`src/rtl/ppri_pkg.sv`:
```
// ppri_pkg: shared types and constants for the partial permutation rank block.
// Used by ppri_locate, ppri_rank and partial_permutation_rank_index. No dependencies.
package ppri_pkg;

    localparam int NUM_SLOTS   = 12;
    localparam int NUM_TRACKED = 6;
    localparam int ID_W        = 4;
    localparam int SLOT_W      = 4;
    localparam int OBIT_W      = 6;
    localparam int RANK_W      = 20;
    localparam int INDEX_W     = 26;
    localparam int PIECES_W    = NUM_SLOTS * ID_W;
    localparam int WEIGHT_W    = 16;
    localparam int CNT_W       = 4;

    // Lehmer weights for pieces 0..5: falling products 11!/6! down to 6!/6!
    localparam logic [WEIGHT_W-1:0] LEHMER_WEIGHT [NUM_TRACKED] = '{
        16'd55440, 16'd5040, 16'd504, 16'd56, 16'd7, 16'd1
    };

    // Where each tracked piece sits, plus its orientation flag
    typedef struct packed {
        logic [NUM_TRACKED-1:0][SLOT_W-1:0] where;
        logic [NUM_TRACKED-1:0]             obits;
    } t_locate;

endpackage

```
`src/rtl/ppri_locate.sv`:
```
// ppri_locate: finds the slot of each tracked piece and gathers its orientation bit.
// Depends on ppri_pkg.
module ppri_locate (
    input  logic [ppri_pkg::PIECES_W-1:0]  i_slot_pieces,
    input  logic [ppri_pkg::NUM_SLOTS-1:0] i_slot_orientations,
    output ppri_pkg::t_locate              o_locate
);

    // Scan slots in ascending order so the highest slot holding a piece wins;
    // orientation flags of duplicates are ORed, untracked ids drop out.
    always_comb begin
        o_locate = '0;
        for (int s = 0; s < ppri_pkg::NUM_SLOTS; s++) begin
            for (int p = 0; p < ppri_pkg::NUM_TRACKED; p++) begin
                if (i_slot_pieces[s*ppri_pkg::ID_W +: ppri_pkg::ID_W]
                        == ppri_pkg::ID_W'(p)) begin
                    o_locate.where[p] = ppri_pkg::SLOT_W'(s);
                    o_locate.obits[p] = o_locate.obits[p] | i_slot_orientations[s];
                end
            end
        end
    end

endmodule

```
`src/rtl/ppri_rank.sv`:
```
// ppri_rank: Lehmer-code rank of the placement and the packed state index.
// Depends on ppri_pkg; fed by ppri_locate.
module ppri_rank (
    input  ppri_pkg::t_locate             i_locate,
    output logic [ppri_pkg::INDEX_W-1:0]  o_state_index
);

    function automatic logic [ppri_pkg::CNT_W-1:0] popcount(
        input logic [ppri_pkg::NUM_SLOTS-1:0] v
    );
        logic [ppri_pkg::CNT_W-1:0] c;
        c = '0;
        for (int i = 0; i < ppri_pkg::NUM_SLOTS; i++) begin
            c = c + ppri_pkg::CNT_W'(v[i]);
        end
        return c;
    endfunction

    logic [ppri_pkg::NUM_SLOTS-1:0] taken;
    logic [ppri_pkg::NUM_SLOTS-1:0] onehot;
    logic [ppri_pkg::NUM_SLOTS-1:0] below;
    logic [ppri_pkg::CNT_W-1:0]     free_below;
    logic [ppri_pkg::RANK_W-1:0]    rank;

    // Each piece counts free slots below its own, then marks its slot taken
    always_comb begin
        taken = '0;
        rank  = '0;
        onehot = '0;
        below = '0;
        free_below = '0;
        for (int p = 0; p < ppri_pkg::NUM_TRACKED; p++) begin
            onehot     = ppri_pkg::NUM_SLOTS'(1) << i_locate.where[p];
            below      = onehot - ppri_pkg::NUM_SLOTS'(1);
            free_below = popcount(below & ~taken);
            rank       = rank + ppri_pkg::RANK_W'(free_below)
                              * ppri_pkg::RANK_W'(ppri_pkg::LEHMER_WEIGHT[p]);
            taken      = taken | onehot;
        end
    end

    assign o_state_index = {rank, i_locate.obits};

endmodule

```
`src/rtl/partial_permutation_rank_index.sv`:
```
// partial_permutation_rank_index: ranks 6 tracked pieces over 12 slots with orientation.
// Stages: input register, then result register; the rank logic between them is the only path.
// Throughput: one request per cycle unless the output stalls and both stages are full (o_stall).
// Reset: synchronous active-low i_rst_n clears both valid flags; payload regs are not reset.
// Depends on ppri_pkg, ppri_locate and ppri_rank.
module partial_permutation_rank_index (
    input  logic                             i_clk,
    input  logic                             i_rst_n,
    input  logic                             i_valid,
    output logic                             o_stall,
    input  logic [ppri_pkg::PIECES_W-1:0]    i_slot_pieces,
    input  logic [ppri_pkg::NUM_SLOTS-1:0]   i_slot_orientations,
    output logic                             o_valid,
    input  logic                             i_stall,
    output logic [ppri_pkg::INDEX_W-1:0]     o_state_index
);

    logic                            r_in_valid;
    logic [ppri_pkg::PIECES_W-1:0]   r_pieces;
    logic [ppri_pkg::NUM_SLOTS-1:0]  r_oris;
    logic                            r_out_valid;
    logic [ppri_pkg::INDEX_W-1:0]    r_index;

    logic                            out_load;
    logic                            in_load;
    logic                            n_in_valid;
    logic                            n_out_valid;
    ppri_pkg::t_locate               locate;
    logic [ppri_pkg::INDEX_W-1:0]    n_index;

    // Pipeline advance: each stage moves when the one after it has room
    assign out_load    = !r_out_valid || !i_stall;
    assign in_load     = !r_in_valid || out_load;
    assign o_stall     = !in_load;
    assign n_in_valid  = in_load ? i_valid : r_in_valid;
    assign n_out_valid = out_load ? r_in_valid : r_out_valid;

    // Control registers
    always_ff @(posedge i_clk) begin
        if (!i_rst_n) begin
            r_in_valid  <= 1'b0;
            r_out_valid <= 1'b0;
        end else begin
            r_in_valid  <= n_in_valid;
            r_out_valid <= n_out_valid;
        end
    end

    // Payload registers
    always_ff @(posedge i_clk) begin
        if (in_load) begin
            r_pieces <= i_slot_pieces;
            r_oris   <= i_slot_orientations;
        end
        if (out_load) begin
            r_index <= n_index;
        end
    end

    ppri_locate u_locate (
        .i_slot_pieces       (r_pieces),
        .i_slot_orientations (r_oris),
        .o_locate            (locate)
    );

    ppri_rank u_rank (
        .i_locate      (locate),
        .o_state_index (n_index)
    );

    assign o_valid       = r_out_valid;
    assign o_state_index = r_index;

    // Stall only when both stages hold a request
    a_stall_full: assert property (@(posedge i_clk) disable iff (!i_rst_n)
        o_stall |-> (r_in_valid && r_out_valid && i_stall))
        else $error("stall raised with room in the pipeline");

    // An accepted request lands in the input stage
    a_in_capture: assert property (@(posedge i_clk) disable iff (!i_rst_n)
        (i_valid && !o_stall) |=> r_in_valid)
        else $error("accepted request lost at input stage");

    // A staged request moves to the result register when it has room
    a_advance: assert property (@(posedge i_clk) disable iff (!i_rst_n)
        (r_in_valid && out_load) |=> o_valid)
        else $error("staged request did not reach the output");

    // A stalled result stays put
    a_hold: assert property (@(posedge i_clk) disable iff (!i_rst_n)
        (o_valid && i_stall) |=> (o_valid && $stable(o_state_index)))
        else $error("result changed while stalled");

    // Rank never exceeds its bound, even for inconsistent placements
    a_bound: assert property (@(posedge i_clk) disable iff (!i_rst_n)
        o_valid |-> (o_state_index < ppri_pkg::INDEX_W'(42977856)))
        else $error("state index out of range");

endmodule
```
`config.mk`:
```
export PLATFORM = sky130hd
export DESIGN_NAME = partial_permutation_rank_index
export DESIGN_NICKNAME = d
export VERILOG_FILES = /design/src/rtl/ppri_pkg.sv /design/src/rtl/ppri_locate.sv /design/src/rtl/ppri_rank.sv /design/src/rtl/partial_permutation_rank_index.sv
export SDC_FILE = /design/constraint.sdc
export NUM_CORES = 1
export LEC_CHECK = 0
export BUFFER_PORTS_ARGS = -buffer_cell sky130_fd_sc_hd__buf_2
export CAP_MARGIN = 20
export CORE_UTILIZATION = 25
export CTS_CLUSTER_DIAMETER = 200
export DETAILED_ROUTE_END_ITERATION = 7
export GPL_TIMING_DRIVEN = 0
export PLACE_DENSITY = 0.47
export REMOVE_ABC_BUFFERS = 1
export SYNTH_ARGS = -nofsm -noshare
export SYNTH_HDL_FRONTEND = slang
export SYNTH_SLANG_ARGS = --single-unit
```
`constraint.sdc`:
```
create_clock -name i_clk -period 11.2 [get_ports i_clk]
set_clock_uncertainty 0.1 [all_clocks]
set_input_delay 1.68 -clock i_clk [delete_from_list [all_inputs] [get_ports i_clk]]
set_output_delay 1.68 -clock i_clk [all_outputs]
set_load 0.01 [all_outputs]
```
==> results.json, run 1 <==
{
  "clk_latency_ns": 0.38,
  "drv_cap": 0,
  "final_area_mm2": 0.01375,
  "synth_area_leaders": "edfxtp_1, fa_1, ha_1",
  "grt-ovfl-total": 0,
  "synth_most_common_cell": "inv_1",
  "ctsHtreeMaxLevel": 3,
  "crit_required_ns": 11.23,
  "critPathMaxStageDelay_ns": 0.56,
  "start_util_pct": 25.47,
  "fin_nets": 1583,
  "crit_type": "flop to flop",
  "drive_gt1_share_pct": 24.44,
  "status": "finished clean",
  "drtAntennaViolNets": 0,
  "clk_path_buf_depth": 2,
  "worstSetupEndpointType": "flop",
  "clkTransAtPathRegs_ns": 0.08,
  "worst_pin_slew_ns": 0.9678,
  "grt_start_max_net_pins": 62,
  "ys.flop_type": "edfxtp_1",
  "grt_pass1_vias": 8820,
  "worstPathArrival_ns": 10.78,
  "drt_iter0_markers": 579,
  "num_rows": 76,
  "critPathMostFrequentCell": "fa_1",
  "placed_area_mm2": 0.01219,
  "grt_pass1_wl_um": 48420,
  "setup_viol_count_final": 0,
  "synthArstFlopShare_pct": 0,
  "dpl.hpwl_um": 24900,
  "period_share_pct": 95.97,
  "ioPinCount": 92,
  "coreArea_mm2": 0.04327,
  "ys_top_cells_by_count": "inv_1, ha_1, edfxtp_1",
  "drc": 0,
  "ys_warn_count": 0,
  "yosysSeqAreaShare_pct": 23.79,
  "pre_cts_slack_ns": -0.9191,
  "num_vias": 9025,
  "hold_class": "flop to flop",
  "synth_area_mm2": 0.01102,
  "synthCells": 1118,
  "relSlewSlack_pct": 34.57,
  "synth-seq-cells": 88,
  "hold_violations": 0,
  "path_max_fanout": 9,
  "gp_congestion": 0.8815,
  "n_antenna_cell": 0,
  "cts_sinks": 88,
  "period_needed_ns": 10.75,
  "cts_buffers": 9,
  "die_area_mm2": 0.04493,
  "vias_per_cell": 4.775,
  "area_delta_synth_final_pct": 24.79,
  "yosysTopAreaCell": "edfxtp_1",
  "wl_per_cell_um": 16.45,
  "die_x_um": 212.0,
  "first_pass_iters": 5,
  "final_util_pct": 31.79,
  "setup_ws_ns": 0.4516,
  "dieHeight_um": 212.0,
  "final-max-slew-violation-count": 0,
  "grt_use_total_pct": 14.00,
  "clock-root-buffer": "clkbuf_16",
  "synthDistinctLibCells": 88,
  "start_kind": "flop",
  "antenna_found_initial": 0,
  "netlist.area_leader.share_pct": 23.43,
  "synth.avg_cell_area_um2": 9.859,
  "cp_slowest_cell": "fa_1",
  "port_buffers": 91,
  "synth_edf_count": 86,
  "cts_tree": "yes",
  "clock.fmax_ghz": 0.09304,
  "wl_um": 31080,
  "hold_buffers": 0
}
-- critical path: cells and delay by family (launching register included) --
kind,cells,cell delay (ns)
AO/OA/AOI/OAI,12,2.29
XOR/XNOR,3,0.54
adder cells (fa/ha/maj),13,5.24
buffers and inverters,5,0.59
flip-flops,1,0.53
AND/OR/NAND/NOR,4,1.22
-- area by class of cell --
type                    instances  area, um^2
fillers                      4451       29510
multi-input cells             874        8429
flip-flops and latches         88        2623
repair buffers                180        1121
well taps                     585       732.0
inverters                     147       551.8
clock buffers                   9       225.2
clock inverters                 7       72.57
-- routing by layer --
metal	vias up	track usage, %	share of wire (%)
met5	-	0	0
met4	0	7.296	4.1
met3	59	2.186	3.9
met2	235	22.87	47
met1	4282	17.79	45
li1	4449	-	-
-- flip-flops by register name (all words and copies together) (netlist names) --
name / cells
r_pieces: 48
o_state_index: 26
r_oris: 12
o_valid: 1
r_in_valid: 1
-- cell families after synthesis --
group                    after synthesis  share of synthesized area, %
AND/OR/NAND/NOR                      371                         20.98
AO/OA/AOI/OAI                        218                         14.05
multiplexers                           5                        0.4654
other                                  1                       0.03402
XOR/XNOR                              55                         4.371
buffers and inverters                161                         5.653
flip-flops                            88                         23.79
adder cells (fa/ha/maj)              219                         30.65
-- path summary, 6_finish.rpt --
kind              cells after the start                 to  slack, ns    startpoint
setup / recovery                     37  o_state_index[24]       0.45  r_pieces[23]
hold / removal                        2            o_valid       0.44    r_in_valid
setup reg to reg                     37  o_state_index[24]       0.45  r_pieces[23]
hold reg to reg                       2            o_valid       0.44    r_in_valid
-- stage by stage --
step / instances / hold WS [ns] / setup TNS [ns]
2_1_floorplan: 1109 / 0.3590 / 0
3_3_place_gp: 1785 / 0.3646 / -5.228
3_5_place_dp: 1788 / 0.4395 / -4.572
4_1_cts: 1840 / 0.4496 / 0
5_1_grt: 1890 / 0.4866 / -0.1289
6_report: 1890 / 0.4395 / 0
-- cells in the final DEF, fill, tap and decap left out, types with 9 or more instances in the layout --
master / netlist / final
ha_1: 134 / 132
o21bai_1: 13 / 12
o21ai_0: 25 / 23
nor2b_1: 14 / 11
xor2_1: 16 / 16
o21ai_1: 9 / 10
inv_1: 145 / 144
fa_1: 85 / 83
nor4_4: 2 / 11
buf_2: 8 / 94
nand2_1: 71 / 68
nand2b_1: 18 / 18
clkbuf_16: 0 / 9
or3_1: 11 / 11
and4bb_2: 16 / 16
xnor2_1: 39 / 36
nor4b_4: 1 / 16
a21o_1: 14 / 12
a21oi_1: 47 / 43
edfxtp_1: 86 / 86
a221oi_1: 10 / 10
nand3_1: 33 / 29
nor2_1: 68 / 64
a31oi_1: 10 / 9
buf_4: 0 / 85
nor3_1: 25 / 21
-- timing repair --
item / CTS / global route
resized for setup: 46 / 55
endpoints found under the setup margin: 8 / 7
buffers inserted: 36 / 50
pin swaps: 7 / 24
Power of run 1 is left out: the tool's default activity adds up to more than one toggle a clock period on the data nets, which glitch-free logic cannot reach.
==> inputs of run 2 (changes only) <==
Settings changed: CORE_ASPECT_RATIO from default to 1.5.
==> results.json, run 2 (synthesized netlist as in run 1, its figures left out) <==
{
  "status": "finished clean",
  "start_kind": "flop",
  "hold_violations": 0,
  "grt_use_total_pct": 14.83,
  "cp-startpoint": "r_pieces[42]",
  "rr_startpoint": "r_pieces[42]",
  "gp_congestion": 0.9218,
  "reg2reg_to": "o_state_index[25]",
  "cts_tree": "yes",
  "largest-register": "r_pieces",
  "reg2reg_depth": 40,
  "drv_cap": 0,
  "cp_slowest_cell": "fa_1",
  "n_antenna_cell": 0,
  "clk_path_buf_depth": 2,
  "die_x_um": 173.4,
  "grt_start_max_net_pins": 62,
  "die_area_mm2": 0.04495,
  "final-max-slew-violation-count": 0,
  "relSlewSlack_pct": 42.03,
  "hold_class": "flop to flop",
  "final_common_cell": "inv_1",
  "wl_per_cell_um": 17.64,
  "ioPinCount": 92,
  "largest_register_ff_count": 48,
  "critPathMaxStageDelay_ns": 0.59,
  "ctsHtreeMaxLevel": 3,
  "pre_cts_slack_ns": -1.123,
  "drt_iter0_markers": 492,
  "crit_type": "flop to flop",
  "worstPathArrival_ns": 10.92,
  "num_rows": 93,
  "final_area_mm2": 0.01376,
  "drive_gt1_share_pct": 24.58,
  "dpl.hpwl_um": 26880,
  "cts_buffers": 9,
  "antenna_found_initial": 0,
  "drtAntennaViolNets": 0,
  "cts_sinks": 88,
  "grt-ovfl-total": 0,
  "crit_required_ns": 11.24,
  "clock-root-buffer": "clkbuf_16",
  "first_pass_iters": 5,
  "port_buffers": 91,
  "endpoint": "o_state_index[25]",
  "num_vias": 9124,
  "worst_pin_slew_ns": 0.8634,
  "placed_area_mm2": 0.01219,
  "vias_per_cell": 4.853,
  "wl_um": 33160,
  "grt_pass1_vias": 9149,
  "critPathMostFrequentCell": "fa_1",
  "path_max_fanout": 7,
  "setup_ws_ns": 0.3277,
  "start_util_pct": 25.53,
  "r2r_slack_ns": 0.33,
  "clkTransAtPathRegs_ns": 0.07,
  "area_delta_synth_final_pct": 24.80,
  "period_share_pct": 97.07,
  "dieHeight_um": 259.2,
  "grt_pass1_wl_um": 50580,
  "coreArea_mm2": 0.04317,
  "fin_nets": 1588,
  "clk_latency_ns": 0.38,
  "worstSetupEndpointType": "flop",
  "tns_ns": 0,
  "period_needed_ns": 10.87,
  "drc": 0,
  "clock.fmax_ghz": 0.09198,
  "setup_viol_count_final": 0,
  "final_cell_mix": "inv_1, ha_1, buf_2, buf_4, edfxtp_1"
}
[run 2: cell types whose count changed in the layout (fill, tap and decap cells not counted), sizes merged]
cell,before,now
clkbuf,9,10
dlymetal6s2s,1,0
buf,179,185
inv,151,150
[run 2: critical path, delay by kind of cell (launching register included)]
family	cells	cell delay, ns
compound gates	10	1.73
buf+inv	6	0.52
simple gates	8	1.61
xor+xnor	2	0.33
flops	1	0.48
fa+ha+maj	14	5.87
[run 2: worst min path at each step]
| stage | start | endpoint | slack (ns) | depth (start not counted) |
|---|---|---|---|---|
| 2_1_floorplan | r_in_valid | o_valid | 0.36 | 2 |
| 3_3_place_gp | r_in_valid | o_valid | 0.37 | 2 |
| 3_5_place_dp | r_in_valid | o_valid | 0.43 | 2 |
| 4_1_cts | r_in_valid | o_valid | 0.44 | 2 |
| 5_1_grt | r_in_valid | o_valid | 0.47 | 2 |
| 6_report | r_in_valid | o_valid | 0.43 | 2 |
[run 2: what timing repair did]
item	in CTS	in global routing
hold buffers	0	0
pin swaps	8	23
endpoints found under the setup margin	10	8
resized for setup	58	39
buffers inserted	33	57
[run 2: final cells by class]
class,instances,area (um^2)
repair buffers,185,1181
clock inverters,6,42.54
multi-input cells,874,8416
well taps,570,713.2
inverters,147,551.8
clock buffers,10,229.0
fillers,4435,29410
flip-flops and latches,88,2623
[run 2: layer usage]
layer	global-route usage, %	vias to the layer above	share of wire (%)
met3	1.963	93	2.9
met4	10.55	0	6.3
met1	14.27	4349	36
met2	28.79	239	55
met5	0	-	0
li1	-	4443	-
[run 2: per-stage QoR]
step / hold slack, ns / std cells / util (%)
2_1_floorplan: 0.3590 / 1109 / -
3_3_place_gp: 0.3681 / 1770 / 28.12
3_5_place_dp: 0.4346 / 1774 / 28.25
4_1_cts: 0.4388 / 1823 / 30.38
5_1_grt: 0.4692 / 1880 / 31.86
6_report: 0.4308 / 1880 / 31.86
Power of run 2 is left out for the same reason.
==> inputs of run 3 (changes only) <==
Settings changed: ABC_AREA from default to 1, SYNTH_HIERARCHICAL from default to 1.
==> results.json, run 3 <==
{
  "status": "finished clean",
  "period_needed_ns": 10.45,
  "worstPathArrival_ns": 10.49,
  "final_common_cell": "nand2_1",
  "synth_edf_count": 86,
  "dr_wl_met3_um": 607,
  "grt_pass1_wl_um": 47840,
  "drive_gt1_share_pct": 10.44,
  "crit_required_ns": 11.24,
  "clk_latency_ns": 0.38,
  "reg2reg_to": "o_state_index[21]",
  "critPathMostFrequentCell": "inv_1",
  "fill_cells": 4859,
  "min_from": "r_in_valid",
  "crit_type": "flop to flop",
  "path_max_fanout": 7,
  "rr_startpoint": "r_pieces[18]",
  "coreArea_mm2": 0.04399,
  "synth_most_common_cell": "nand2_1",
  "final-max-slew-violation-count": 0,
  "drt_iter0_markers": 372,
  "worstSetupEndpointType": "flop",
  "ys_top_cells_by_count": "nand2_1, inv_1, ha_1",
  "first_pass_iters": 5,
  "antenna_found_initial": 0,
  "hold_class": "flop to flop",
  "synthDistinctLibCells": 47,
  "clock.fmax_ghz": 0.09573,
  "multi_input_area_mm2": 0.007420,
  "ctsHtreeMaxLevel": 3,
  "synth_area_leaders": "edfxtp_1, ha_1, fa_1",
  "rsz0062_at_grt": "no",
  "dpl.hpwl_um": 26610,
  "yosysSeqAreaShare_pct": 23.46,
  "gp_congestion": 0.9320,
  "grt_pass1_vias": 9372,
  "cts_sinks": 88,
  "hold_buffers": 0,
  "die_x_um": 174.7,
  "start_util_pct": 25.41,
  "synth-seq-cells": 88,
  "reg2reg_depth": 44,
  "wl_per_cell_um": 14.40,
  "hold_end": "o_valid",
  "grt_use_total_pct": 13.59,
  "fin_nets": 1802,
  "start_kind": "flop",
  "cts_buffers": 9,
  "grt_start_max_net_pins": 63,
  "port_buffers": 91,
  "yosysTopAreaCell": "edfxtp_1",
  "hold-path-cell-count": 2,
  "ys_warn_count": 6,
  "hold_violations": 0,
  "critPathMaxStageDelay_ns": 0.54,
  "num_vias": 9308,
  "drc": 0,
  "tns_ns": 0,
  "stdcell_count": 2100,
  "worst_pin_slew_ns": 0.8590,
  "relSlewSlack_pct": 42.73,
  "netlist.area_leader.share_pct": 23.10,
  "area_delta_synth_final_pct": 13.21,
  "largest_register_ff_count": 48,
  "grt-ovfl-total": 0,
  "drtAntennaViolNets": 0,
  "wl_um": 30230,
  "ioPinCount": 92,
  "largest-register": "r_pieces",
  "wl_met2_um": 16870,
  "final_cell_mix": "nand2_1, inv_1, ha_1, nor2_1, nand3_1",
  "die_area_mm2": 0.04558,
  "dp_cells": 2083,
  "ys.flop_type": "edfxtp_1",
  "drv_cap": 0,
  "dieHeight_um": 261.0,
  "cp_slowest_cell": "fa_1",
  "clkTransAtPathRegs_ns": 0.08,
  "num_rows": 94,
  "period_share_pct": 93.27,
  "synth_area_mm2": 0.01118,
  "final-seq-area_mm2": 0.002623,
  "m1WireLength_um": 11330,
  "setup_viol_count_final": 0,
  "r2r_slack_ns": 0.75,
  "synthCells": 1425,
  "vias_per_cell": 4.432,
  "cts_tree": "yes",
  "clk_path_buf_depth": 2,
  "top_layer": "met4",
  "clock-root-buffer": "clkbuf_16",
  "synthArstFlopShare_pct": 0,
  "synth.avg_cell_area_um2": 7.844
}
-- run 3: logic make-up after synthesis --
family / Yosys count / synth area share [%]
AO/OA/AOI/OAI: 139 / 7.488
XOR/XNOR: 49 / 3.906
flip-flops: 88 / 23.46
AND/OR/NAND/NOR: 630 / 24.67
buffers and inverters: 299 / 10.34
adder cells (fa/ha/maj): 220 / 30.13
-- run 3: repair_timing --
item / in CTS / in global routing
endpoints found under the setup margin: 0 / 6
gates resized for setup: 0 / 2
setup buffers: 0 / 0
-- run 3: worst max-delay path by stage --
stage	to	from	slack, ns
after floorplan	o_state_index[21]	r_pieces[46]	1.52
after global placement	o_state_index[21]	r_pieces[46]	0.46
after detailed placement	o_state_index[21]	r_pieces[46]	0.42
after CTS	o_state_index[21]	r_pieces[46]	0.39
after global routing	o_state_index[21]	r_pieces[46]	0.05
final	o_state_index[21]	r_pieces[18]	0.75
-- run 3: routing by layer --
| metal | track usage, % | vias up |
|---|---|---|
| met5 | 0 | - |
| met4 | 6.932 | 0 |
| met3 | 1.684 | 57 |
| met2 | 27.36 | 160 |
| met1 | 13.37 | 4296 |
| li1 | - | 4795 |
-- run 3: area by class of cell --
type                       count  area share, %
multi-input combinational   1038          58.63
sequential                    88          20.72
inverter                     289          8.572
tap                          576          5.695
timing repair buffer          92          3.817
clock buffer                  10          1.809
clock inverter                 6         0.7317
antenna                        1        0.01977
-- run 3: critical path, delay by kind of cell (launching register included) --
family / cells / cell delay [ns]
adders and majority gates: 14 / 5.61
and+or+nand+nor: 11 / 1.86
xor gates and xnor gates: 3 / 0.60
DFF: 1 / 0.41
buffers and inverters: 10 / 0.70
AOI/OAI and AO/OA: 6 / 0.95
-- run 3: through the flow --
step | area [um^2] | util (%) | setup slack, ns | hold slack [ns]
after global placement | 12280 | 27.92 | 0.4644 | 0.3446
after CTS | 12640 | 28.73 | 0.3943 | 0.3940
after global routing | 12650 | 28.76 | 0.05330 | 0.4060
after floorplan | 11110 | - | 1.520 | 0.3408
after detailed placement | 12320 | 28.00 | 0.4155 | 0.3839
final | 12650 | 28.77 | 0.7542 | 0.3868
Power of run 3 is left out for the same reason.
